## src/design/seconds_to_bcd_calendar_assert.svh

```systemverilog
// Assertion macros for the seconds to BCD calendar converter.
`ifndef SECONDS_TO_BCD_CALENDAR_ASSERT_SVH
`define SECONDS_TO_BCD_CALENDAR_ASSERT_SVH

// Condition must hold in the same cycle as the trigger.
`define S2BC_ASSERT_NOW(lbl, trig, cond) \
  lbl: assert property (@(posedge clk) disable iff (!rst_n) (trig) |-> (cond)) \
    else $error("same-cycle check failed");

// Condition must hold in the cycle after the trigger.
`define S2BC_ASSERT_NEXT(lbl, trig, cond) \
  lbl: assert property (@(posedge clk) disable iff (!rst_n) (trig) |=> (cond)) \
    else $error("next-cycle check failed");

`endif

```

## src/design/s2bc_pkg.sv

```systemverilog
// Package with types, constants, microcode and BCD helpers of the calendar converter.
`timescale 1ns / 1ps

package s2bc_pkg;

  localparam int TIME_W    = 31;
  localparam int YCODE_W   = 7;
  localparam int NUM_STEPS = 10;
  localparam int PC_W      = $clog2(NUM_STEPS);

  typedef logic [PC_W-1:0]   pc_t;
  typedef logic [TIME_W-1:0] secs_t;

  localparam secs_t SECS_DAY       = TIME_W'(86400);
  localparam secs_t SECS_TEN_DAYS  = TIME_W'(864000);
  localparam secs_t SECS_YEAR      = TIME_W'(365 * 86400);
  localparam secs_t SECS_LEAP_YEAR = TIME_W'(366 * 86400);
  localparam secs_t SECS_MON28     = TIME_W'(28 * 86400);
  localparam secs_t SECS_MON29     = TIME_W'(29 * 86400);
  localparam secs_t SECS_MON30     = TIME_W'(30 * 86400);
  localparam secs_t SECS_MON31     = TIME_W'(31 * 86400);
  localparam secs_t SECS_TEN_HOURS = TIME_W'(36000);
  localparam secs_t SECS_HOUR      = TIME_W'(3600);
  localparam secs_t SECS_TEN_MINS  = TIME_W'(600);
  localparam secs_t SECS_MIN       = TIME_W'(60);
  localparam secs_t SECS_TEN       = TIME_W'(10);

  localparam logic [4:0] MONTH_DEC = 5'h12;

  typedef enum logic [3:0] {
    K_YEAR, K_MONTH, K_DAY10, K_DAY, K_HOUR10, K_HOUR, K_MIN10, K_MIN, K_SEC10, K_NONE
  } ksel_t;

  typedef enum logic [2:0] {
    D_NONE, D_YEAR, D_MON, D_DAY, D_HOUR, D_MIN, D_SEC
  } dst_t;

  typedef enum logic [2:0] {
    WD_NONE, WD_YEAR, WD_MON, WD_THREE, WD_ONE
  } wdsel_t;

  typedef struct packed {
    ksel_t  ksel;
    dst_t   dst;
    logic   tens;
    wdsel_t wd;
    logic   mon_lim;
    logic   last;
  } ucw_t;

  // Each step subtracts its constant while it fits, counting into a digit;
  // when it no longer fits, or the month step reaches December, the sequencer moves to the next step.
  function automatic ucw_t ucode(pc_t pc);
    ucw_t w;
    w = '{ksel: K_NONE, dst: D_NONE, tens: 1'b0, wd: WD_NONE, mon_lim: 1'b0, last: 1'b1};
    case (pc)
      PC_W'(0): w = '{K_YEAR,   D_YEAR, 1'b0, WD_YEAR,  1'b0, 1'b0};
      PC_W'(1): w = '{K_MONTH,  D_MON,  1'b0, WD_MON,   1'b1, 1'b0};
      PC_W'(2): w = '{K_DAY10,  D_DAY,  1'b1, WD_THREE, 1'b0, 1'b0};
      PC_W'(3): w = '{K_DAY,    D_DAY,  1'b0, WD_ONE,   1'b0, 1'b0};
      PC_W'(4): w = '{K_HOUR10, D_HOUR, 1'b1, WD_NONE,  1'b0, 1'b0};
      PC_W'(5): w = '{K_HOUR,   D_HOUR, 1'b0, WD_NONE,  1'b0, 1'b0};
      PC_W'(6): w = '{K_MIN10,  D_MIN,  1'b1, WD_NONE,  1'b0, 1'b0};
      PC_W'(7): w = '{K_MIN,    D_MIN,  1'b0, WD_NONE,  1'b0, 1'b0};
      PC_W'(8): w = '{K_SEC10,  D_SEC,  1'b1, WD_NONE,  1'b0, 1'b0};
      default: w = '{K_NONE,    D_NONE, 1'b0, WD_NONE,  1'b0, 1'b1};
    endcase
    return w;
  endfunction

  localparam pc_t LAST_PC = PC_W'(NUM_STEPS - 1);

  function automatic logic [7:0] bcd_inc(logic [7:0] v);
    logic [7:0] r;
    if (v[3:0] == 4'd9) begin
      r[3:0] = 4'd0;
      r[7:4] = (v[7:4] == 4'd9) ? 4'd0 : v[7:4] + 4'd1;
    end else begin
      r = {v[7:4], v[3:0] + 4'd1};
    end
    return r;
  endfunction

  function automatic logic [7:0] bcd_tens_inc(logic [7:0] v);
    return {v[7:4] + 4'd1, v[3:0]};
  endfunction

  function automatic logic [7:0] code_to_bcd(logic [YCODE_W-1:0] v);
    logic [YCODE_W-1:0] m;
    logic [14:0]        s;
    m = (v >= YCODE_W'(100)) ? v - YCODE_W'(100) : v;
    s = {8'd0, m};
    for (int i = 0; i < YCODE_W; i++) begin
      if (s[10:7] >= 4'd5) s[10:7] = s[10:7] + 4'd3;
      if (s[14:11] >= 4'd5) s[14:11] = s[14:11] + 4'd3;
      s = s << 1;
    end
    return s[14:7];
  endfunction

  function automatic logic is_leap(logic [7:0] y);
    if (y[4]) return (y[3:0] inside {4'd2, 4'd6});
    return (y[3:0] inside {4'd0, 4'd4, 4'd8});
  endfunction

  // Days of the month beyond 28, which is also the month length modulo 7.
  function automatic logic [1:0] month_extra(logic [4:0] mon, logic leap);
    logic [1:0] r;
    case (mon) inside
      5'h02: r = leap ? 2'd1 : 2'd0;
      5'h04, 5'h06, 5'h09, 5'h11: r = 2'd2;
      default: r = 2'd3;
    endcase
    return r;
  endfunction

endpackage

```

## src/design/s2bc_chan_if.sv

```systemverilog
// Handshake channel interfaces for input items, result items and configuration writes.
`timescale 1ns / 1ps

interface s2bc_in_if import s2bc_pkg::*; ();
  logic              valid;
  logic              ready;
  logic [TIME_W-1:0] epoch_seconds;
  modport source (output valid, output epoch_seconds, input ready);
  modport sink (input valid, input epoch_seconds, output ready);
endinterface

interface s2bc_out_if;
  logic       valid;
  logic       ready;
  logic [6:0] second_bcd;
  logic [6:0] minute_bcd;
  logic [5:0] hour_bcd;
  logic [2:0] weekday_code;
  logic [5:0] day_bcd;
  logic [4:0] month_bcd;
  logic [7:0] year_bcd;
  modport source (output valid, output second_bcd, output minute_bcd, output hour_bcd,
                  output weekday_code, output day_bcd, output month_bcd, output year_bcd,
                  input ready);
  modport sink (input valid, input second_bcd, input minute_bcd, input hour_bcd,
                input weekday_code, input day_bcd, input month_bcd, input year_bcd,
                output ready);
endinterface

interface s2bc_cfg_if import s2bc_pkg::*; ();
  logic               valid;
  logic               ready;
  logic [YCODE_W-1:0] epoch_year_code;
  modport source (output valid, output epoch_year_code, input ready);
  modport sink (input valid, input epoch_year_code, output ready);
endinterface

```

## src/design/seconds_to_bcd_calendar.sv

```systemverilog
// Top level of the seconds to BCD calendar converter with its microcoded sequencer.
`timescale 1ns / 1ps
`include "seconds_to_bcd_calendar_assert.svh"

// An item on in_ch is a count of seconds since the epoch. The block converts it
// into BCD seconds, minutes, hours, day, month, chip year and a weekday code,
// and offers one result item on out_ch. cfg_ch writes the chip year code of the
// epoch year; it is always ready and must be written only while the block is idle.
// A ten-step program in a constant table drives one 31-bit subtract-and-compare
// unit. Each step subtracts its constant once per cycle while it fits, then moves
// on. A conversion runs through every step, with one subtraction for each of
// the whole years since the epoch (up to 68), the months (up to 11), and at most
// 42 more for the day, hour, minute and ten-second digits. One item is converted
// at a time; in_ch is ready whenever no conversion runs, also while a finished
// result still waits in the output register. If the receiver stalls and a second
// conversion finishes, that conversion waits in its last step until the register
// is free. Reset sets the year code to 2, clears the sequencer and empties the
// output register.
module seconds_to_bcd_calendar import s2bc_pkg::*; (
  input  logic        clk,
  input  logic        rst_n,
  s2bc_in_if.sink     in_ch,
  s2bc_out_if.source  out_ch,
  s2bc_cfg_if.sink    cfg_ch
);

  logic               busy_r, busy_nxt;
  pc_t                pc_r, pc_nxt;
  secs_t              t_r, t_nxt;
  logic [2:0]         wd_r, wd_nxt;
  logic [7:0]         year_r, year_nxt;
  logic [4:0]         mon_r, mon_nxt;
  logic [5:0]         day_r, day_nxt;
  logic [5:0]         hour_r, hour_nxt;
  logic [6:0]         min_r, min_nxt;
  logic [2:0]         sec_tens_r, sec_tens_nxt;
  logic [YCODE_W-1:0] cfg_year_r, cfg_year_nxt;
  logic               out_valid_r, out_valid_nxt;
  logic [6:0]         o_sec_r, o_sec_nxt;
  logic [6:0]         o_min_r, o_min_nxt;
  logic [5:0]         o_hour_r, o_hour_nxt;
  logic [2:0]         o_wd_r, o_wd_nxt;
  logic [5:0]         o_day_r, o_day_nxt;
  logic [4:0]         o_mon_r, o_mon_nxt;
  logic [7:0]         o_year_r, o_year_nxt;

  ucw_t       w;
  logic       leap;
  logic [1:0] mext;
  secs_t      k;
  logic       take;
  logic [1:0] wd_add;
  logic [3:0] wd_sum;
  logic [2:0] wd_step;
  logic       out_load;
  logic       in_acc;

  assign in_ch.ready  = !busy_r;
  assign cfg_ch.ready = 1'b1;
  assign in_acc       = in_ch.valid && !busy_r;

  assign out_ch.valid        = out_valid_r;
  assign out_ch.second_bcd   = o_sec_r;
  assign out_ch.minute_bcd   = o_min_r;
  assign out_ch.hour_bcd     = o_hour_r;
  assign out_ch.weekday_code = o_wd_r;
  assign out_ch.day_bcd      = o_day_r;
  assign out_ch.month_bcd    = o_mon_r;
  assign out_ch.year_bcd     = o_year_r;

  assign w    = ucode(pc_r);
  assign leap = is_leap(year_r);
  assign mext = month_extra(mon_r, leap);

  always_comb begin
    case (w.ksel)
      K_YEAR: k = leap ? SECS_LEAP_YEAR : SECS_YEAR;
      K_MONTH: begin
        case (mext)
          2'd0: k = SECS_MON28;
          2'd1: k = SECS_MON29;
          2'd2: k = SECS_MON30;
          default: k = SECS_MON31;
        endcase
      end
      K_DAY10:  k = SECS_TEN_DAYS;
      K_DAY:    k = SECS_DAY;
      K_HOUR10: k = SECS_TEN_HOURS;
      K_HOUR:   k = SECS_HOUR;
      K_MIN10:  k = SECS_TEN_MINS;
      K_MIN:    k = SECS_MIN;
      K_SEC10:  k = SECS_TEN;
      default:  k = '1;
    endcase
  end

  assign take = (t_r >= k) && !(w.mon_lim && (mon_r == MONTH_DEC));

  always_comb begin
    case (w.wd)
      WD_YEAR:  wd_add = leap ? 2'd2 : 2'd1;
      WD_MON:   wd_add = mext;
      WD_THREE: wd_add = 2'd3;
      WD_ONE:   wd_add = 2'd1;
      default:  wd_add = 2'd0;
    endcase
  end

  assign wd_sum  = {1'b0, wd_r} + {2'b00, wd_add};
  assign wd_step = (wd_sum >= 4'd7) ? 3'(wd_sum - 4'd7) : wd_sum[2:0];

  assign out_load = busy_r && w.last && (!out_valid_r || out_ch.ready);

  always_comb begin
    busy_nxt      = busy_r;
    pc_nxt        = pc_r;
    t_nxt         = t_r;
    wd_nxt        = wd_r;
    year_nxt      = year_r;
    mon_nxt       = mon_r;
    day_nxt       = day_r;
    hour_nxt      = hour_r;
    min_nxt       = min_r;
    sec_tens_nxt  = sec_tens_r;
    cfg_year_nxt  = cfg_year_r;
    out_valid_nxt = out_valid_r;
    o_sec_nxt     = o_sec_r;
    o_min_nxt     = o_min_r;
    o_hour_nxt    = o_hour_r;
    o_wd_nxt      = o_wd_r;
    o_day_nxt     = o_day_r;
    o_mon_nxt     = o_mon_r;
    o_year_nxt    = o_year_r;

    if (cfg_ch.valid) begin
      cfg_year_nxt = cfg_ch.epoch_year_code;
    end
    if (out_valid_r && out_ch.ready) begin
      out_valid_nxt = 1'b0;
    end

    if (in_acc) begin
      busy_nxt     = 1'b1;
      pc_nxt       = '0;
      t_nxt        = in_ch.epoch_seconds;
      wd_nxt       = 3'd2;
      year_nxt     = code_to_bcd(cfg_year_r);
      mon_nxt      = 5'h01;
      day_nxt      = 6'h01;
      hour_nxt     = '0;
      min_nxt      = '0;
      sec_tens_nxt = '0;
    end else if (busy_r) begin
      if (w.last) begin
        if (out_load) begin
          busy_nxt      = 1'b0;
          out_valid_nxt = 1'b1;
          o_sec_nxt     = {sec_tens_r, t_r[3:0]};
          o_min_nxt     = min_r;
          o_hour_nxt    = hour_r;
          o_wd_nxt      = wd_r + 3'd1;
          o_day_nxt     = day_r;
          o_mon_nxt     = mon_r;
          o_year_nxt    = year_r;
        end
      end else if (take) begin
        t_nxt  = t_r - k;
        wd_nxt = wd_step;
        case (w.dst)
          D_YEAR: year_nxt = bcd_inc(year_r);
          D_MON:  mon_nxt  = 5'(bcd_inc({3'b000, mon_r}));
          D_DAY:  day_nxt  = w.tens ? 6'(bcd_tens_inc({2'b00, day_r}))
                                    : 6'(bcd_inc({2'b00, day_r}));
          D_HOUR: hour_nxt = w.tens ? 6'(bcd_tens_inc({2'b00, hour_r}))
                                    : 6'(bcd_inc({2'b00, hour_r}));
          D_MIN:  min_nxt  = w.tens ? 7'(bcd_tens_inc({1'b0, min_r}))
                                    : 7'(bcd_inc({1'b0, min_r}));
          D_SEC:  sec_tens_nxt = sec_tens_r + 3'd1;
          default: ;
        endcase
      end else begin
        pc_nxt = PC_W'(pc_r + 1'b1);
      end
    end
  end

  always_ff @(posedge clk) begin
    if (!rst_n) begin
      busy_r      <= 1'b0;
      pc_r        <= '0;
      cfg_year_r  <= YCODE_W'(2);
      out_valid_r <= 1'b0;
    end else begin
      busy_r      <= busy_nxt;
      pc_r        <= pc_nxt;
      cfg_year_r  <= cfg_year_nxt;
      out_valid_r <= out_valid_nxt;
    end
    t_r        <= t_nxt;
    wd_r       <= wd_nxt;
    year_r     <= year_nxt;
    mon_r      <= mon_nxt;
    day_r      <= day_nxt;
    hour_r     <= hour_nxt;
    min_r      <= min_nxt;
    sec_tens_r <= sec_tens_nxt;
    o_sec_r    <= o_sec_nxt;
    o_min_r    <= o_min_nxt;
    o_hour_r   <= o_hour_nxt;
    o_wd_r     <= o_wd_nxt;
    o_day_r    <= o_day_nxt;
    o_mon_r    <= o_mon_nxt;
    o_year_r   <= o_year_nxt;
  end

  `S2BC_ASSERT_NEXT(a_accept_starts, in_acc, busy_r && (pc_r == '0))
  `S2BC_ASSERT_NOW(a_pc_in_program, busy_r, pc_r <= LAST_PC)
  `S2BC_ASSERT_NOW(a_month_range, busy_r && (pc_r != '0), (mon_r != 5'h00) && (mon_r <= MONTH_DEC))
  `S2BC_ASSERT_NEXT(a_result_loaded, out_load, out_valid_r && !busy_r)

endmodule
```

## src/flat_wrapper.sv

```systemverilog
// flat-port wrapper written by rule: the top's interface ports become plain ports
module seconds_to_bcd_calendar_flat import s2bc_pkg::*;
  (clk, rst_n, in_ch_valid, in_ch_epoch_seconds, in_ch_ready, out_ch_valid, out_ch_second_bcd, out_ch_minute_bcd, out_ch_hour_bcd, out_ch_weekday_code, out_ch_day_bcd, out_ch_month_bcd, out_ch_year_bcd, out_ch_ready, cfg_ch_valid, cfg_ch_epoch_year_code, cfg_ch_ready);
  s2bc_in_if in_ch_i ();
  s2bc_out_if out_ch_i ();
  s2bc_cfg_if cfg_ch_i ();
  input  logic clk;
  input  logic rst_n;
  input wire logic [$bits(in_ch_i.valid)-1:0] in_ch_valid;
  input wire logic [$bits(in_ch_i.epoch_seconds)-1:0] in_ch_epoch_seconds;
  output wire logic [$bits(in_ch_i.ready)-1:0] in_ch_ready;
  output wire logic [$bits(out_ch_i.valid)-1:0] out_ch_valid;
  output wire logic [$bits(out_ch_i.second_bcd)-1:0] out_ch_second_bcd;
  output wire logic [$bits(out_ch_i.minute_bcd)-1:0] out_ch_minute_bcd;
  output wire logic [$bits(out_ch_i.hour_bcd)-1:0] out_ch_hour_bcd;
  output wire logic [$bits(out_ch_i.weekday_code)-1:0] out_ch_weekday_code;
  output wire logic [$bits(out_ch_i.day_bcd)-1:0] out_ch_day_bcd;
  output wire logic [$bits(out_ch_i.month_bcd)-1:0] out_ch_month_bcd;
  output wire logic [$bits(out_ch_i.year_bcd)-1:0] out_ch_year_bcd;
  input wire logic [$bits(out_ch_i.ready)-1:0] out_ch_ready;
  input wire logic [$bits(cfg_ch_i.valid)-1:0] cfg_ch_valid;
  input wire logic [$bits(cfg_ch_i.epoch_year_code)-1:0] cfg_ch_epoch_year_code;
  output wire logic [$bits(cfg_ch_i.ready)-1:0] cfg_ch_ready;
  assign in_ch_i.valid = in_ch_valid;
  assign in_ch_i.epoch_seconds = in_ch_epoch_seconds;
  assign in_ch_ready = in_ch_i.ready;
  assign out_ch_valid = out_ch_i.valid;
  assign out_ch_second_bcd = out_ch_i.second_bcd;
  assign out_ch_minute_bcd = out_ch_i.minute_bcd;
  assign out_ch_hour_bcd = out_ch_i.hour_bcd;
  assign out_ch_weekday_code = out_ch_i.weekday_code;
  assign out_ch_day_bcd = out_ch_i.day_bcd;
  assign out_ch_month_bcd = out_ch_i.month_bcd;
  assign out_ch_year_bcd = out_ch_i.year_bcd;
  assign out_ch_i.ready = out_ch_ready;
  assign cfg_ch_i.valid = cfg_ch_valid;
  assign cfg_ch_i.epoch_year_code = cfg_ch_epoch_year_code;
  assign cfg_ch_ready = cfg_ch_i.ready;
  seconds_to_bcd_calendar u_core (.clk(clk), .rst_n(rst_n), .in_ch(in_ch_i), .out_ch(out_ch_i), .cfg_ch(cfg_ch_i));
endmodule
```

## config.mk

```make
export PLATFORM = sky130hd
export DESIGN_NAME = seconds_to_bcd_calendar_flat
export DESIGN_NICKNAME = d
export VERILOG_FILES = /design/src/design/s2bc_pkg.sv /design/src/design/s2bc_chan_if.sv /design/src/design/seconds_to_bcd_calendar.sv /design/src/flat_wrapper.sv
export VERILOG_INCLUDE_DIRS = /design/src /design/src/design
export SDC_FILE = /design/constraint.sdc
export NUM_CORES = 1
export LEC_CHECK = 0
export BUFFER_PORTS_ARGS = -buffer_cell sky130_fd_sc_hd__buf_2
export CAP_MARGIN = 20
export CORE_ASPECT_RATIO = 1.75
export CORE_MARGIN = 1
export CORE_UTILIZATION = 50
export DETAILED_ROUTE_END_ITERATION = 10
export HOLD_SLACK_MARGIN = 0.03
export PLACE_DENSITY = 0.69
export SLEW_MARGIN = 25
export SYNTH_ARGS = -nofsm -noshare
export SYNTH_HDL_FRONTEND = slang
export SYNTH_SLANG_ARGS = --single-unit
```

## constraint.sdc

```tcl
create_clock -name clk -period 17.85 [get_ports clk]
set_input_delay 2.6775 -clock clk [delete_from_list [all_inputs] [get_ports clk]]
set_output_delay 2.6775 -clock clk [all_outputs]
set_load 0.02 [all_outputs]
```

Word-level counts from Yosys, hierarchy flattened
Memories as Yosys holds them, arrays and structs flattened. A register that Yosys moved wholly into a read port is not among the register bits.
Index checks and enable logic that the tools add are counted.
- output and inout bits: 45
- memories kept: 1
- word-level logic and storage cells: 211
- register bits: 124
- bits in read-only memories: 208
- magnitude comparators: 14
- reductions and logical operators: 39
- muxes and demuxes: 63
- equality and inequality tests: 37
- $add $sub $neg: 28
- bitwise logic cells: 5
- memories (name ; depth ; width ; rd ports ; clocked after memory_dff ; write ports ; line ; source):
    (no name shown) ; 16 ; 13 ; 1 ; 1 ; 0 ; s2bc_pkg.sv:56 ; case (pc)
- operators by type and width (operator ; count):
    31-bit one-hot mux with 9 select lines ; 1
    31-bit 2-to-1 mux ; 4
    4-bit 2-to-1 mux ; 15
    20-bit one-hot mux with 3 select lines ; 1
    8-bit 2-to-1 mux ; 6
    4-bit by 3-bit greater-or-equal comparator with 1-bit output (second input constant) ; 11
    5-bit AND reduction ; 8
    3-bit 2-to-1 mux ; 11
    4-bit == test (second input constant) ; 8
    31-bit greater-or-equal comparator ; 1
    31-bit subtractor ; 1
    4-bit by 1-bit adder with 4-bit output (second input constant) ; 7
    4-bit by 3-bit == test with 1-bit output (second input constant) ; 6
    6-bit 2-to-1 mux ; 4
    7-bit 2-to-1 mux ; 3
    4-bit by 2-bit adder with 4-bit output (second input constant) ; 5
    18-bit 2-to-1 mux ; 1
    4-bit AND reduction ; 4
    2-bit nonzero test ; 8
    3-bit by 2-bit adder with 3-bit output (second input constant) ; 5
    1-bit 2-to-1 mux ; 14
    3-bit by 2-bit == test with 1-bit output (second input constant) ; 4
    3-bit == test (second input constant) ; 4
    4-bit by 2-bit == test with 1-bit output (second input constant) ; 3
    30 further kinds ; 51

Depth between registers and ports, before layout
Gate-level depths: netlist (run 1).
- depth after elaboration: 20
- depth in mapped cells: 32
- depth with buffers taken out: 32

Worst setup path after synthesis (run 1)
No wires, ideal clock.
- path kind: register to register
- start point: register u_core.cfg_year_r[4]
- end point: register u_core.year_r[4], data pin
- stages on the path, launching flop included: 32
- path slack: 12.034 ns
- arrival: 5.550 ns
- path buffers: 1
- library setup time: 0.265 ns
- data required time: 17.585 ns
- period minus slack after synthesis: 5.816 ns
- cells stage by stage: dfxtp_1 buf_6 or3_4 nor2_1 nor3_1 a21oi_1 ha_1 inv_1 ha_1 a21oi_1 a31oi_1 mux2_2 a22oi_1 o21a_1 inv_1 ha_1 nand2b_1 a21oi_4 xnor2_1 inv_1 ha_1 nand2b_1 nand2_1 nor2_1 a311oi_4 xnor2_1 ha_1 nor2b_1 nor2_1 nand3_1 a21oi_1 or3_1
- cells in the longest elaborated chain, start to end: 20
- elaborated cells between the ends (all ways): 27
- those cells by class: 7 x add/sub; 7 x order compare; 13 x mux
- RTL lines (what ; line ; source):
    start, declared ; seconds_to_bcd_calendar.sv:37 ; logic [YCODE_W-1:0] cfg_year_r, cfg_year_nxt;
    start signal, assigned ; seconds_to_bcd_calendar.sv:196 ; cfg_year_r <= cfg_year_nxt;
    7-bit subtractor or 7-bit greater-or-equal comparator (tied branches) ; s2bc_pkg.sv:91 ; m = (v >= YCODE_W'(100)) ? v - YCODE_W'(100) : v;
    7-bit 2-to-1 mux (*) ; s2bc_pkg.sv:91 ;
    1-bit by 3-bit greater-or-equal comparator with 1-bit output or 1-bit by 2-bit adder with 3-bit output (tied branches) ; s2bc_pkg.sv:94 ; if (s[10:7] >= 4'd5) s[10:7] = s[10:7] + 4'd3;
    4-bit 2-to-1 mux ; s2bc_pkg.sv:94 ;
    4-bit 2-to-1 mux ; seconds_to_bcd_calendar.sv:142 ; if (in_acc) begin
    4-bit by 2-bit adder with 4-bit output or 4-bit by 3-bit greater-or-equal comparator with 1-bit output (tied branches) ; s2bc_pkg.sv:94 ;
    4-bit 2-to-1 mux ; s2bc_pkg.sv:94 ;
    4-bit 2-to-1 mux ; seconds_to_bcd_calendar.sv:142 ;
    (+5 left out) ; -- ;
    4-bit 2-to-1 mux ; seconds_to_bcd_calendar.sv:142 ;
    4-bit by 2-bit adder with 4-bit output or 4-bit by 3-bit greater-or-equal comparator with 1-bit output (tied branches) ; s2bc_pkg.sv:94 ;
    4-bit 2-to-1 mux ; s2bc_pkg.sv:94 ;
    4-bit 2-to-1 mux ; seconds_to_bcd_calendar.sv:142 ;
    4-bit by 2-bit adder with 4-bit output or 4-bit by 3-bit greater-or-equal comparator with 1-bit output (tied branches) ; s2bc_pkg.sv:94 ;
    4-bit 2-to-1 mux (*) ; s2bc_pkg.sv:94 ;
    8-bit 2-to-1 mux (*) ; seconds_to_bcd_calendar.sv:142 ;
    via u_core.year_nxt[4] ; seconds_to_bcd_calendar.sv:31 ; logic [7:0] year_r, year_nxt;
    end signal, assigned ; seconds_to_bcd_calendar.sv:201 ; year_r <= year_nxt;
    end, declared ; seconds_to_bcd_calendar.sv:31 ;
The timed path passes the listed nets; every way through them passes the cells marked *. The select of a mux whose other input is x is not followed.
A chain may end at the register's enable or synchronous reset.

Worst setup path in the final report (run 1)
- start point: register u_core.cfg_year_r[3]
- end point: register u_core.year_r[4], data pin
The elaborated chain is that of the path after synthesis.

==> results.ini, run 1 <==
[route]
vias_per_cell = 5.62
drtIter0Drc = 316
first_pass_iters = 5
post_drt_wl_per_cell_um = 15.8
wirelength_mm = 19.6
vias = 6966
drc = 0
final_antenna_net_count = 0

[placed_design]
io_buffer_count = 86
dp.cells = 1208
gp_congestion = 0.886
dpl.hpwl_mm = 14.1
dp_worst_setup_slack_ps = 11330

[global_route]
grt_pass1_wl_mm = 31.9
grt_usage = 0.234
use_met2 = 0.429
grt_overflow = 0
grt_util_met1 = 0.244
use_met3 = 0.0428
antenna_found_initial = 0
grt_pass1_vias = 6831
grt_max_degree = 66
busiest_layer = met2

[synthesis]
syn_inst = 929
synth.most_common_cell = nor2_1
ys_seq_elements = 137
synth_top_area_share = 0.284
netlist.top_cell.by_area = edfxtp_1
synth_edf_count = 81
avgSynthCellArea_um2 = 9.21
synth_area_um2 = 8550
yosysSeqAreaShare = 0.415
synth_fp_nets = 1035
synth.area.top_cells = edfxtp_1 (28%), dfxtp_1 (13%), ha_1 (8.9%)
yosys_warnings = 0
ys_types = 74
synth_commonest_cells = nor2_1 (94), nand2_1 (89), edfxtp_1 (81)
synth_flop_cell = edfxtp_1
async_flop_share = 0

[worst_setup_path]
path_max_fanout = 7
end_kind = register
critPathTopFamily = simple AND/OR/NAND/NOR gates
r2r_start = u_core.cfg_year_r[3]$_SDFFE_PN0P_
rrSetupSlack_ps = 11260
cp.required_ps = 18030
cpPeakStageDelay_ps = 400
worst-path-buf-inv = 4
crit_arrival_ps = 6760
worst_path_most_repeated_cell = ha_1
critical_path.slowest_cell = dfxtp_1
cp-start-kind = register
path_class = register to register
crit_start = u_core.cfg_year_r[3]$_SDFFE_PN0P_

[cts]
postCtsSetupRepairBufs = 0
clk_pin_slew_ps = 60
cts.sinks = 137
worstSkewPairLatency_ps = 440
cts_buffers = 17
cts_root_buf = clkbuf_16
post_cts_resized = 0
h-tree-depth = 4
cts_buffer_depth = 2
ctsHoldBuffers = 0
tritoncts = yes

[floorplan]
rows = 62
ioPinCount = 88
start_util = 0.515
dieArea_um2 = 17700
fp.dieW_um = 101
die_h_um = 175
core-area_um2 = 16600

[cells_and_area]
syn_to_final_growth_pct = 13.7
antenna_cells = 0
nNetsFinal = 1109
finalNonFillerCells = 1240
drive_gt1_frac = 0.144

[sta]
finalClockSkew_ps = 8.74
whs_ps = 466
relSlewSlack = 0.490
layout_min_cycle_time_ps = 6590
period_share = 0.369
tightest_slew_ps = 758
hold_viol = 0
worst_slack_ps = 11260
tns_ps = 0
slew_viol_final = 0
fmax_ghz = 0.152
rsz0062_at_grt = no
setup-violations-final = 0

[job]
drv_cap = 0

[power]
fin_total_pwr_mw = 1.27
peakVddDrop_mv = 0.0677
power_per_cell_area_nw_per_um2 = 131
p_leak_nw = 3.96

[min_path]
worstHoldStart = u_core.min_r[6]$_SDFFE_PP0P_
min_path_type = register to register

[status]
status = completed

power by group:
part / total (mW) / internal (mW) / switching, mW / leakage [nW]
Clock: 0.334 / 0.192 / 0.142 / 0.278
Combinational: 0.503 / 0.215 / 0.289 / 2.45
Sequential: 0.432 / 0.400 / 0.0317 / 1.22
Total: 1.27 / 0.807 / 0.462 / 3.96
cell families after synthesis:
group	share of synthesized area
XOR/XNOR	0.0491
AO/OA/AOI/OAI	0.187
adder cells (fa/ha/maj)	0.0939
flip-flops	0.415
other	0.000438
multiplexers	0.0369
buffers and inverters	0.0374
AND/OR/NAND/NOR	0.179
state kept, by name (all words and copies together), names as in the netlist, 7 cells and up:
signal,flops
u_core.t_r,31
u_core.w,13
u_core.out_ch.year_bcd,8
u_core.year_r,8
u_core.cfg_year_r,7
u_core.min_r,7
u_core.out_ch.minute_bcd,7
u_core.out_ch.second_bcd,7
path summary, 6_finish.rpt:
path | end | depth (start not counted)
worst max-delay path | u_core.year_r[4]$_DFFE_PP_ | 32
worst min-delay path | u_core.out_ch.minute_bcd[6]$_DFFE_PP_ | 0
worst max register to register | u_core.year_r[4]$_DFFE_PP_ | 32
worst min register to register | u_core.out_ch.minute_bcd[6]$_DFFE_PP_ | 0
per-stage QoR:
stage | utilization | instance area (um^2)
after detailed placement | 0.553 | 9170
after global routing | 0.586 | 9720
final | 0.586 | 9720
after floorplan | - | 8550
after CTS | 0.586 | 9720
after global placement | 0.553 | 9170
routing by layer:
metal,share of wire,vias up
met5,0,-
met4,0.043,0
met3,0.029,55
met2,0.53,136
met1,0.39,3254
li1,-,3521
layout make-up:
class	instances	area [um^2]
fill	1557	6880
tap	224	280
clock inverter	14	123
inverter	44	165
timing repair buffer	92	475
clock buffer	18	429
sequential	137	3550
multi-input combinational	711	4700
cells in the final DEF (no fill, tap or decap), drive strengths merged, types with 18 or more instances in the layout:
| cell type | n |
|---|---|
| nor2 | 94 |
| buf | 92 |
| nand2 | 89 |
| a21oi | 82 |
| edfxtp | 81 |
| ha | 61 |
| o21ai | 57 |
| dfxtp | 56 |
| inv | 49 |
| xnor2 | 30 |
| nor2b | 28 |
| mux2i | 27 |
| nand3 | 21 |
| nor3 | 20 |
| a21o | 19 |
| xor2 | 18 |
| clkbuf | 18 |
(Power assumes the default switching activity.)
==> inputs of run 2 (changes only) <==
==> constraint.sdc (replaced) <==
create_clock -name clk -period 6.1 [get_ports clk]
set_input_delay 0.915 -clock clk [delete_from_list [all_inputs] [get_ports clk]]
set_output_delay 0.915 -clock clk [all_outputs]
set_load 0.02 [all_outputs]
==> run 2 against run 1 <==
  * Non-clock buffer count up 15
  * Routed wire length grew 1.8%
  * Die area is the same
  * Largest cell class unchanged
==> results.ini, run 2 (synthesis results as in run 1) <==
[status]
status = completed

[cts]
cts_buffers = 17  ; unchanged
h-tree-depth = 4  ; unchanged
cts_root_buf = clkbuf_16
cts.sinks = 137  ; unchanged
worstSkewPairLatency_ps = 430  ; about the same
tritoncts = yes
clk_pin_slew_ps = 70  ; about the same
ctsHoldBuffers = 0  ; unchanged
cts_buffer_depth = 2  ; unchanged

[floorplan]
start_util = 0.515  ; unchanged
ioPinCount = 88  ; unchanged
die_h_um = 175  ; unchanged
core-area_um2 = 16600  ; unchanged
fp.dieW_um = 101  ; unchanged
dieArea_um2 = 17700  ; unchanged
rows = 62  ; unchanged

[route]
drc = 0  ; unchanged
post_drt_wl_per_cell_um = 15.9  ; +0.55%
first_pass_iters = 5  ; unchanged
final_antenna_net_count = 0  ; unchanged
vias_per_cell = 5.64  ; +0.32%
drtIter0Drc = 371  ; +17%
vias = 7073  ; +1.5%
wirelength_mm = 19.9  ; +1.8%

[placed_design]
gp_congestion = 0.920  ; +3.9%
place_area_um2 = 9280  ; +1.1%
io_buffer_count = 86  ; unchanged
dp_worst_setup_slack_ps = 176  ; -11160 ps
dpl.hpwl_mm = 14.3  ; +1.5%

[cells_and_area]
largest_register_ffs = 31  ; unchanged
final_common_cell = nor2_1
nNetsFinal = 1124  ; +1.4%
most-common-layout-cells = nor2_1 (94), nand2_1 (88), buf_2 (86)
regMostFlops = u_core.t_r
finalInstanceArea_um2 = 9910  ; +1.9%
drive_gt1_frac = 0.163  ; +0.0192
utilization = 0.597  ; +0.0111
syn_to_final_growth_pct = 15.8
antenna_cells = 0  ; unchanged

[global_route]
grt_pass1_vias = 6842  ; +0.16%
grt_pass1_wl_mm = 32.5  ; +1.9%
grt_max_degree = 66  ; unchanged
antenna_found_initial = 0  ; unchanged
grt_usage = 0.236  ; +0.00268
grt_overflow = 0  ; unchanged

[sta]
slew_viol_final = 0  ; unchanged
relSlewSlack = 0.437  ; -0.0534
worst_slack_ps = 475  ; -10790 ps
tns_ps = 0  ; unchanged
hold_viol = 0  ; unchanged
tightest_slew_ps = 841  ; +83.4 ps
fmax_ghz = 0.178  ; +17%
finalClockSkew_ps = 7.87  ; -0.868 ps
layout_min_cycle_time_ps = 5620  ; -962 ps
rsz0062_at_grt = yes
setup-violations-final = 0  ; unchanged
period_share = 0.922  ; +0.553

[min_path]
min_path_cells = 0  ; unchanged
hold_end = u_core.out_ch.minute_bcd[6]$_DFFE_PP_
min_path_type = register to register
worstHoldStart = u_core.min_r[6]$_SDFFE_PP0P_

[worst_setup_path]
rrSetupSlack_ps = 480  ; -10790 ps
critPathTopFamily = simple AND/OR/NAND/NOR gates
r2r_cells = 32  ; unchanged
crit_arrival_ps = 5800  ; -960 ps
cp.required_ps = 6270  ; -11760 ps
cp-start-kind = register
worst_path_most_repeated_cell = ha_1
reg2reg_to = u_core.year_r[4]$_DFFE_PP_
cpPeakStageDelay_ps = 390  ; about the same
r2r_start = u_core.cfg_year_r[3]$_SDFFE_PN0P_
path_max_fanout = 6  ; -1
worst-path-buf-inv = 4  ; unchanged
end_kind = register
critical_path.slowest_cell = dfxtp_1
path_class = register to register

[power]
fin_total_pwr_mw = 3.81  ; +200%
p_leak_nw = 4.05  ; +2.4%
peakVddDrop_mv = 0.163  ; +140%
power_per_cell_area_nw_per_um2 = 385  ; +190%

[job]
drv_cap = 0  ; unchanged

run 2: routing by layer:
metal	share of wire	global-route usage	wire length, um	vias up
li1	-	-	-	3551
met1	0.39	0.253	7820	3357
met2	0.55	0.445	11000	127
met3	0.030	0.0380	591	38
met4	0.028	0.103	549	0
met5	0	0	0	-
run 2: final cells by class:
type / count / area (um^2)
Tap cell: 224 / 280
Inverter: 44 / 165
Sequential cell: 137 / 3550
Clock buffer: 18 / 450
Timing Repair Buffer: 107 / 588
Fill cell: 1531 / 6690
Clock inverter: 14 / 150
Multi-Input combinational cell: 711 / 4720
run 2: stage by stage:
step / hold slack [ps] / instances
floorplan: 424 / 929
global placement: 440 / 1222
detailed placement: 442 / 1222
CTS: 455 / 1254
global route: 473 / 1255
finish: 459 / 1255
run 2: how the worst max path moves through the flow:
| stage | from | end | slack [ps] | depth (start not counted) |
|---|---|---|---|---|
| 2_1_floorplan | u_core.cfg_year_r[4]$_SDFFE_PN0P_ | u_core.year_r[4]$_DFFE_PP_ | 280 | 31 |
| 3_3_place_gp | u_core.cfg_year_r[3]$_SDFFE_PN0P_ | u_core.year_r[4]$_DFFE_PP_ | 400 | 32 |
| 3_5_place_dp | u_core.cfg_year_r[2]$_SDFFE_PN0P_ | u_core.year_r[4]$_DFFE_PP_ | 180 | 30 |
| 4_1_cts | u_core.cfg_year_r[2]$_SDFFE_PN0P_ | u_core.year_r[4]$_DFFE_PP_ | 190 | 30 |
| 5_1_grt | u_core.cfg_year_r[3]$_SDFFE_PN0P_ | u_core.year_r[2]$_DFFE_PP_ | -30 | 31 |
| 6_report | u_core.cfg_year_r[3]$_SDFFE_PN0P_ | u_core.year_r[4]$_DFFE_PP_ | 480 | 32 |
run 2: worst reg2reg max path, delay by kind of cell (launching register included):
| kind | cells | cell delay (ps) |
|---|---|---|
| compound gates | 8 | 1270 |
| xor+xnor | 2 | 340 |
| fa+ha+maj | 6 | 1160 |
| buf+inv | 4 | 290 |
| flops | 1 | 390 |
| mux | 1 | 300 |
| simple gates | 11 | 1610 |
run 2: power breakdown:
part	internal, mW	switching, mW
clock	0.569	0.467
sequential	1.17	0.0940
combinational	0.653	0.858
run 2: repair_timing:
action                                  4_1_cts  5_1_grt
endpoints found under the setup margin        0        3
setup buffers                                 0        1
resized for setup                             0        5
==> inputs of run 3 (changes only) <==
--- a/config.mk
+++ b/config.mk
@@ -10,10 +10,10 @@
 export CAP_MARGIN = 20
 export CORE_ASPECT_RATIO = 1.75
 export CORE_MARGIN = 1
-export CORE_UTILIZATION = 50
+export CORE_UTILIZATION = 60
 export DETAILED_ROUTE_END_ITERATION = 10
 export HOLD_SLACK_MARGIN = 0.03
-export PLACE_DENSITY = 0.69
+export PLACE_DENSITY = 0.81
 export SLEW_MARGIN = 25
 export SYNTH_ARGS = -nofsm -noshare
 export SYNTH_HDL_FRONTEND = slang
==> constraint.sdc (replaced) <==
create_clock -name clk -period 5.95 [get_ports clk]
set_input_delay 0.8925 -clock clk [delete_from_list [all_inputs] [get_ports clk]]
set_output_delay 0.8925 -clock clk [all_outputs]
set_load 0.02 [all_outputs]
==> run 3 against run 2 <==
  * Clock power is 9% higher
  * Sequential power is 3% higher
  * Flip-flop and latch count stayed put
  * Critical path depth is 2 lower
  * Worst hold slack better by 3.9 ps
  * Combinational power is 4% higher
  * Largest cell class unchanged
  * Largest power group unchanged
  * Highest routed layer unchanged
==> results.ini, run 3 (synthesis results as in run 1) <==
[cts]
clk_pin_slew_ps = 70  ; about the same
cts.sinks = 137  ; unchanged
cts_buffers = 17  ; unchanged
ctsHoldBuffers = 0  ; unchanged
h-tree-depth = 4  ; unchanged
cts_buffer_depth = 2  ; unchanged
tritoncts = yes
worstSkewPairLatency_ps = 420  ; about the same
cts_root_buf = clkbuf_16

[global_route]
antenna_found_initial = 0  ; unchanged
grt_pass1_wl_mm = 34.3  ; +5.4%
grt_pass1_vias = 7307  ; +6.8%
grt_overflow = 0  ; unchanged
grt_max_degree = 65  ; -1.5%
grt_usage = 0.292  ; +0.0559

[worst_setup_path]
critical_path.slowest_cell = or3_4
worst-path-buf-inv = 4  ; unchanged
worst_path_most_repeated_cell = inv_1
cpPeakStageDelay_ps = 400  ; about the same
cp.required_ps = 6120  ; -150 ps
end_kind = register
crit_arrival_ps = 5840  ; +40 ps
path_class = register to register
cp-start-kind = register
critPathTopFamily = simple AND/OR/NAND/NOR gates
path_max_fanout = 7  ; +1

[sta]
layout_min_cycle_time_ps = 5670  ; +48.0 ps
finalClockSkew_ps = 15.7  ; +7.85 ps
slew_viol_final = 0  ; unchanged
setup-violations-final = 0  ; unchanged
relSlewSlack = 0.418  ; -0.0190
tightest_slew_ps = 869  ; +28.3 ps
period_share = 0.953  ; +0.0313
fmax_ghz = 0.176  ; -0.85%
hold_viol = 0  ; unchanged

[cells_and_area]
final_common_cell = nor2_1
multi_input_area_um2 = 4740  ; +0.48%
regMostFlops = u_core.t_r
syn_to_final_growth_pct = 15.7  ; about the same
fillers = 1074  ; -30%
most-common-layout-cells = nor2_1 (93), nand2_1 (88), buf_2 (86)
seq_area_um2 = 3560  ; about the same
antenna_cells = 0  ; unchanged
nNetsFinal = 1124  ; unchanged
finalInstanceArea_um2 = 9900  ; about the same
largest_register_ffs = 31  ; unchanged
drive_gt1_frac = 0.171  ; +0.00776

[placed_design]
gp_congestion = 0.937  ; +1.8%
dpl.hpwl_mm = 14.6  ; +1.8%
place_area_um2 = 9200  ; -0.88%
io_buffer_count = 86  ; unchanged

[floorplan]
dieArea_um2 = 14800  ; -16%
ioPinCount = 88  ; unchanged
fp.dieW_um = 92.3  ; -8.5%
die_h_um = 160  ; -8.6%
start_util = 0.615  ; +0.0998
rows = 57  ; -8.1%
core-area_um2 = 13900  ; -16%

[route]
drtIter0Drc = 506  ; +36%
wirelength_mm = 21.1  ; +5.8%
vias_per_cell = 6.13  ; +8.9%
final_antenna_net_count = 0  ; unchanged
post_drt_wl_per_cell_um = 17.5  ; +10%
vias = 7411  ; +4.8%
first_pass_iters = 9  ; +4
drc = 0  ; unchanged

[min_path]
min_path_type = register to register

[power]
power_per_cell_area_nw_per_um2 = 404  ; +5.1%
fin_total_pwr_mw = 4.00  ; +5.0%
p_leak_nw = 4.07  ; +0.49%
peakVddDrop_mv = 0.195  ; +20%

[status]
status = completed

[job]
drv_cap = 0  ; unchanged

-- run 3: changes by cell type in the layout (fill, tap and decap cells not counted), sizes merged --
| cell | delta |
|---|---|
| inv | +1 |
| clkinvlp | -2 |
| bufinv | +2 |
| clkbuf | -1 |
-- run 3: layout make-up --
type                    instances  area share
inverters                      44      0.0167
clock inverters                15      0.0202
repair buffers                107      0.0594
flip-flops and latches        137       0.359
clock buffers                  17      0.0430
multi-input cells             711       0.479
well taps                     177      0.0224
-- run 3: path summary, 6_finish.rpt --
path / startpoint / endpoint / slack [ps] / depth (start not counted)
max: u_core.cfg_year_r[2]$_SDFFE_PN0P_ / u_core.year_r[4]$_DFFE_PP_ / 280 / 30
min: u_core.sec_tens_r[2]$_SDFFE_PP0P_ / u_core.out_ch.second_bcd[6]$_DFFE_PP_ / 460 / 0
max reg2reg: u_core.cfg_year_r[2]$_SDFFE_PN0P_ / u_core.year_r[4]$_DFFE_PP_ / 280 / 30
min reg2reg: u_core.sec_tens_r[2]$_SDFFE_PP0P_ / u_core.out_ch.second_bcd[6]$_DFFE_PP_ / 460 / 0
-- run 3: report_power, final --
group | switching, mW | total (mW) | internal, mW
clock network | 0.482 | 1.13 | 0.646
logic | 0.901 | 1.57 | 0.673
registers | 0.0996 | 1.30 | 1.20
total | 1.48 | 4.00 | 2.52
-- run 3: what timing repair did --
action                                  CTS  global route
setup buffers                             0             4
pin swaps                                 1             4
endpoints found under the setup margin    3             5
resized for setup                         2            11
-- run 3: metal layers --
| metal | wire (um) | vias to the layer above | global-route usage |
|---|---|---|---|
| li1 | - | 3550 | - |
| met1 | 7700 | 3517 | 0.305 |
| met2 | 11400 | 249 | 0.535 |
| met3 | 792 | 95 | 0.0457 |
| met4 | 1210 | 0 | 0.183 |
| met5 | 0 | - | 0 |
-- run 3: through the flow --
stage	worst slack [ps]	utilization	setup TNS, ps	hold slack, ps	instances
2_1_floorplan	134	-	0	424	929
3_3_place_gp	140	0.661	0	445	1172
3_5_place_dp	-141	0.661	-190	438	1172
4_1_cts	20.4	0.707	0	467	1204
5_1_grt	-95.9	0.712	-95.9	480	1208
6_report	277	0.712	0	463	1208
